File: config.mk
export PLATFORM = sky130hd
export DESIGN_NAME = fwis_lemire
export DESIGN_NICKNAME = d
export VERILOG_FILES = /design/src/rtl/core/fwis_pkg.sv /design/src/rtl/core/fwis_lemire.sv
export SDC_FILE = /design/constraint.sdc
export NUM_CORES = 2
export LEC_CHECK = 0
export ABC_AREA = 1
export BUFFER_PORTS_ARGS = -buffer_cell sky130_fd_sc_hd__buf_2
export CAP_MARGIN = 20
export CORE_MARGIN = 3
export CORE_UTILIZATION = 65
export CTS_BUF_LIST = sky130_fd_sc_hd__clkbuf_16
export DETAILED_ROUTE_END_ITERATION = 7
export PLACE_DENSITY_LB_ADDON = 0.25
export SETUP_SLACK_MARGIN = 0.4
export SYNTH_ARGS = -nofsm -noshare
export SYNTH_HDL_FRONTEND = slang
export SYNTH_SLANG_ARGS = --single-unit
File: constraint.sdc
create_clock -name clk -period 2 [get_ports clk]
set_clock_uncertainty 0.05 [all_clocks]
set_input_delay 0.2 -clock clk [delete_from_list [all_inputs] [get_ports clk]]
set_output_delay 0.2 -clock clk [all_outputs]
set_load 0.05 [all_outputs]
File: src/rtl/core/fwis_pkg.sv
// fwis_pkg: shared constants, types and helpers of the fixed-weight index sampler
// used by fwis_cell, fwis_lemire and fixed_weight_index_sampler; depends on nothing
package fwis_pkg;

    localparam int unsigned MAX_WEIGHT = 128;
    localparam int unsigned COUNT_W    = $clog2(MAX_WEIGHT + 1);
    localparam int unsigned WORD_W     = 32;
    localparam int unsigned ACC_W      = 64;
    localparam int unsigned WEIGHT_W   = 8;
    localparam int unsigned LEVEL_W    = 2;
    localparam int unsigned ADDR_W     = 4;
    localparam int unsigned REG_SEL_W  = 2;
    localparam int unsigned LIMB_CNT_W = 4;

    // register map, byte address is 4 * index
    localparam logic [REG_SEL_W-1:0] REG_RANGE_SIZE = 2'd0;
    localparam logic [REG_SEL_W-1:0] REG_WEIGHT     = 2'd1;
    localparam logic [REG_SEL_W-1:0] REG_SECURITY   = 2'd2;

    localparam logic [LEVEL_W-1:0] SEC_128 = 2'd0;
    localparam logic [LEVEL_W-1:0] SEC_192 = 2'd1;
    localparam logic [LEVEL_W-1:0] SEC_256 = 2'd2;

    localparam logic [LIMB_CNT_W-1:0] LIMBS_128 = 4'd6;
    localparam logic [LIMB_CNT_W-1:0] LIMBS_192 = 4'd8;
    localparam logic [LIMB_CNT_W-1:0] LIMBS_256 = 4'd10;

    typedef enum logic [2:0] {
        ST_IDLE,
        ST_MUL,
        ST_ACC,
        ST_CHECK,
        ST_SCAN,
        ST_EMIT
    } fwis_state_t;

    // query travelling down the overlay chain
    typedef struct packed {
        logic [COUNT_W-1:0] remaining;
        logic [COUNT_W-1:0] idx_i;
        logic [WORD_W-1:0]  idx_j;
        logic [WORD_W-1:0]  cur_i;
        logic [WORD_W-1:0]  cur_j;
    } fwis_token_t;

    typedef struct packed {
        logic mul_en;
        logic acc_en;
        logic acc_clr;
    } fwis_mac_ctrl_t;

    function automatic logic [LIMB_CNT_W-1:0] limbs_per_draw(input logic [LEVEL_W-1:0] level);
        logic [LIMB_CNT_W-1:0] n;
        case (level)
            SEC_128: n = LIMBS_128;
            SEC_192: n = LIMBS_192;
            default: n = LIMBS_256;
        endcase
        return n;
    endfunction

endpackage

File: src/rtl/core/fwis_lemire.sv
// fwis_lemire: multiply-accumulate for the high-word range reduction
// depends on fwis_pkg
module fwis_lemire (
    input  logic                         clk,
    input  logic                         rst_n,
    input  fwis_pkg::fwis_mac_ctrl_t     ctrl,
    input  logic [fwis_pkg::WORD_W-1:0]  limb,
    input  logic [fwis_pkg::WORD_W-1:0]  range,
    output logic [fwis_pkg::WORD_W-1:0]  acc_hi
);

    logic [fwis_pkg::ACC_W-1:0] prod_reg;
    logic [fwis_pkg::ACC_W-1:0] acc_reg;
    logic [fwis_pkg::ACC_W-1:0] acc_next;

    assign acc_hi = acc_reg[fwis_pkg::ACC_W-1:fwis_pkg::WORD_W];

    always_comb
    begin
        acc_next = acc_reg;
        if (ctrl.acc_clr)
        begin
            acc_next = '0;
        end
        else if (ctrl.acc_en)
        begin
            acc_next = prod_reg + fwis_pkg::ACC_W'(acc_hi);
        end
    end

    always_ff @(posedge clk)
    begin
        if (ctrl.mul_en)
        begin
            prod_reg <= fwis_pkg::ACC_W'(limb) * fwis_pkg::ACC_W'(range);
        end
    end

    always_ff @(posedge clk or negedge rst_n)
    begin
        if (!rst_n)
        begin
            acc_reg <= '0;
        end
        else
        begin
            acc_reg <= acc_next;
        end
    end

endmodule

==> out/qor.csv, run 1 <==
metric,value,unit
status,did not finish,
Stopped at,global routing (5_1_grt),
error msg,[ERROR GRT-0232] Routing congestion too high. Check the congestion heatmap in the GUI.,
syn_area_per_cell,7.31,um2
Post-synth EDFFs,64,
Synth cell types,37,
CTS sink cnt,96,
RePlAce Congestion,0.975,
GRT overflow,130,
Synth Instances,5769,
DIE HEIGHT,261,um
Clock Path Buffers,2,
IO Pins,101,
worst endpoint type,register input,
die width,261,um
CTS Buf Count,9,
sequential fraction of the synthesis area,6.46,%
Synthesized Nets,7028,
H-tree Lvls,3,
"flops & latches, synth",96,
Synth async-reset ratio,33.3,%
Yosys warnings,0,
largest net degree at the start of global routing,46,
Synth Flop Type,edfxtp_1,
row cnt,92,
CTS Root Cell,clkbuf_16,
Post-DP HPWL,116000,um
Starting Density,66.2,%
Syn Std Cell Area,42200,um2
PortBufs,100,
worst setup endpoint GRT,prod_reg[42]$_DFFE_PP_/D,
GR Util All Layers,67.8,%
[metal layers]
metal  overflow  global-route usage, %
met5          0                   35.9
met1          3                   70.1
met3          3                   49.4
met4         43                   59.4
met2         81                   86.3
[synthesized netlist by cell type (all sizes together) (4+ instances only)]
master	number	share of area (%)
nor3	36	0.51
fa	896	43
clkbuf	196	1.7
dfrtp	32	1.9
nand2	1720	15
edfxtp	64	4.6
xor2	34	0.71
ha	294	8.7
nand3b	16	0.28
a21o	4	0.071
a21boi	6	0.11
nand4	26	0.39
nor2	243	2.2
inv	1863	17
a21oi	116	1.4
o21ai	76	0.90
o21bai	10	0.18
nand3	120	1.5
xnor2	5	0.10
[per-stage QoR]
step | hold WS [ns] | cells | util, % | setup WS, ns | cell area (um2)
CTS | 0.220 | 7235 | 83.6 | -4.23 | 53200
floorplan | -0.146 | 5769 | - | -4.02 | 44500
detailed placement | 0.323 | 7135 | 78.1 | -4.92 | 49700
global placement | 0.297 | 7135 | 78.1 | -4.86 | 49700
[what timing repair did]
item,in CTS
setup endpoints to repair,94
gates resized for setup,673
endpoints found under the hold margin,32
hold buffers,1
pin swaps,297
setup buffers,76
gates cloned,7
[kinds of logic after synthesis]
group | count (synthesis) | share of synthesized area, %
buf+inv | 2060 | 18.3
xor+xnor | 39 | 0.810
fa+ha+maj | 1190 | 51.3
flops | 96 | 6.46
compound gates | 214 | 2.69
simple gates | 2170 | 20.4
==> inputs of run 2 (changes only) <==
--- a/config.mk
+++ b/config.mk
@@ -9,11 +9,9 @@
 export BUFFER_PORTS_ARGS = -buffer_cell sky130_fd_sc_hd__buf_2
 export CAP_MARGIN = 20
 export CORE_MARGIN = 3
-export CORE_UTILIZATION = 65
-export CTS_BUF_LIST = sky130_fd_sc_hd__clkbuf_16
+export CORE_UTILIZATION = 40
 export DETAILED_ROUTE_END_ITERATION = 7
-export PLACE_DENSITY_LB_ADDON = 0.25
-export SETUP_SLACK_MARGIN = 0.4
+export PLACE_DENSITY_LB_ADDON = 0.15
 export SYNTH_ARGS = -nofsm -noshare
 export SYNTH_HDL_FRONTEND = slang
 export SYNTH_SLANG_ARGS = --single-unit
==> run 2 against run 1 <==
  * The flow now finishes, with violations (negative setup slack)
  * Synthesized cell count did not move
  * Area after synthesis unchanged
==> out/qor.csv, run 2 <==
metric,value,unit,change
CTS Root Cell,clkbuf_16,,
HP Class,in2reg,,
DIE AREA,109000,um2,
Synth Flop Type,edfxtp_1,,
CTS sink cnt,96,,unchanged
slew at the pin with the worst max-slew slack,0.795,ns,
Synth top cells by count,"inv_1, nand2_1, fa_1",,
"Reg clk slew, reported paths",0.08,ns,
final WL,139000,um,
CTS Buf Count,9,,unchanged
Synth Instances,5769,,unchanged
share of layout cells above drive strength 1,26.1,%,
Clock Path Buffers,2,,unchanged
post-synth top area cell,fa_1,,
relative max-transition margin,47.0,%,
Post-DP HPWL,119000,um,+2.8%
critical path required time,2.07,ns,
sequential fraction of the synthesis area,6.46,%,unchanged
area of placed instances,50000,um2,+0.57%
Synthesized Nets,7028,,unchanged
kind of critical path,in2reg,,
DR pass1 iterations,7,,
Tcrit/Tclk final,312,%,
Worst Path Arrival,6.30,ns,
DR vias/cell,4.69,,
Largest register FFs,64,,
"Clk Latency, worst-skew pair",0.38,ns,
RSZ-0062 raised after global routing,true,,
Iteration-0 DRC Markers,1885,,
# setup viols final,93,,
Starting Density,40.5,%,-26 points
Final Critical Period,6.23,ns,
largest cells by area after synthesis,"fa_1, inv_1, nand2_1",,
PortBufs,100,,unchanged
antenna-violating nets left,0,,
die width,331,um,+27%
H-tree Lvls,3,,unchanged
number of remaining DRC errors,0,,
Syn Std Cell Area,42200,um2,unchanged
placed instance count,7681,,+7.7%
total of max-cap violations,0,,
syn_area_per_cell,7.31,um2,unchanged
top-count cell post-synth,inv_1,,
Layout area overhead,33.1,%,
row cnt,118,,+28%
status,finished with violations,,
Setup crit end kind,register,,
GRT overflow,0,,
Slew Limit Fails,0,,
vias in the first global route,39000,,
RePlAce Congestion,0.924,,-5.2%
"flops & latches, synth",96,,unchanged
DIE HEIGHT,331,um,+27%
Startpoint Class,input pin,,
Max Fclk,160,MHz,
failing checks,negative setup slack,,
first-pass GRT wire length,222000,um,
crit path max fanout,6,,
fillers,9908,,
per-cell routed wire length,17.8,um,
Final Cell Area,56100,um2,
Final Util,53.9,%,
Synth cell types,37,,unchanged
IO Pins,101,,unchanged
share of the synthesized area in the top cell type,42.5,%,unchanged
core area,104000,um2,
Post-synth EDFFs,64,,unchanged
DR vias,36700,,
"commonest cells after routing, fill and taps aside","inv_1, nand2_1, fa_1",,
Yosys warnings,0,,unchanged
post-route setup slack,-4.23,ns,
initial antenna violation count,2,,
GR Util All Layers,26.3,%,
# nets final,7689,,
fin cells,7817,,
"commonest non-fill, non-tap cell in the layout",inv_1,,
CTS tree,yes,,
Synth async-reset ratio,33.3,%,unchanged
largest net degree at the start of global routing,33,,
Hold Fails Final Rpt,0,,
[run 2: cell counts after synthesis]
Identical to the previous run, type by type.
[run 2: layout make-up]
type	instances	area [um2]	share of cell area, %
clock buffer	10	229	0.408
tap	1380	1730	3.08
clock inverter	6	97.6	0.174
inverter	1863	7010	12.5
antenna	2	5.00	0.00892
sequential	96	2740	4.88
multi-input combinational	3613	35900	64.0
timing repair buffer	847	8370	14.9
[run 2: cells by family (layout without fill, tap and decap cells)]
family,after synthesis,after routing,synth area share [%]
buffers and inverters,2060,2726,18.3
DFF,96,96,6.46
other,0,2,0
and+or+nand+nor,2170,2170,20.4
xor gates and xnor gates,39,39,0.810
AOI/OAI and AO/OA,214,214,2.69
adders and majority gates,1190,1190,51.3
[run 2: layer usage]
| metal | up-vias | global-route usage, % | wire [um] |
|---|---|---|---|
| met4 | 0 | 4.94 | 3290 |
| met5 | - | 0 | 0 |
| met2 | 794 | 46.3 | 68900 |
| met1 | 18200 | 35.7 | 61300 |
| li1 | 17500 | - | - |
| met3 | 179 | 2.11 | 6080 |
[run 2: worst max-delay path, stage by stage]
cell and delay, ns:
buf_16 0.14, buf_12 0.15, buf_6 0.12, nand2_4 0.04, inv_2 0.03, fa_1 0.46
fa_1 0.53, inv_2 0.04, fa_2 0.53, fa_2 0.47, fa_1 0.51, inv_2 0.04
fa_2 0.57, fa_1 0.46, fa_1 0.54, ha_4 0.34, nand2_4 0.09, nor2_4 0.18
buf_6 0.13, buf_6 0.09, a21oi_4 0.07, buf_12 0.14, o21ai_4 0.16, a21oi_2 0.06
xnor2_2 0.17
[run 2: stage by stage]
step           TNS [ns]  hold slack (ns)  worst slack [ns]
2_1_floorplan   -214.68           -0.146             -4.02
3_3_place_gp    -283.36            0.278             -5.10
3_5_place_dp    -283.86            0.288             -5.09
4_1_cts         -234.62            0.272             -4.20
5_1_grt         -247.48            0.279             -4.39
6_report        -233.91            0.288             -4.23
[run 2: path summary, 6_finish.rpt]
check / end / startpoint / slack [ns] / cells past startpoint
min in group asynchronous: acc_reg[44] / rst_n / 0.40 / 2
min: acc_reg[44] / ctrl[0] / 0.29 / 5
max in group asynchronous: acc_reg[62] / rst_n / 0.95 / 2
max reg2reg: acc_reg[34] / acc_reg[40] / -0.29 / 13
min reg2reg: acc_reg[32] / acc_reg[32] / 0.52 / 2
max: prod_reg[35] / limb[13] / -4.23 / 25
[run 2: repair_timing]
item	4_1_cts	5_1_grt
endpoints found under the hold margin	32	0
resized for setup	815	363
setup endpoints to repair	93	93
gates cloned	9	4
setup buffers	70	43
pin swaps	346	189
hold buffers	1	0
Power of run 2 is left out: the tool's default activity adds up to more than one toggle a clock period on the data nets, which glitch-free logic cannot reach.
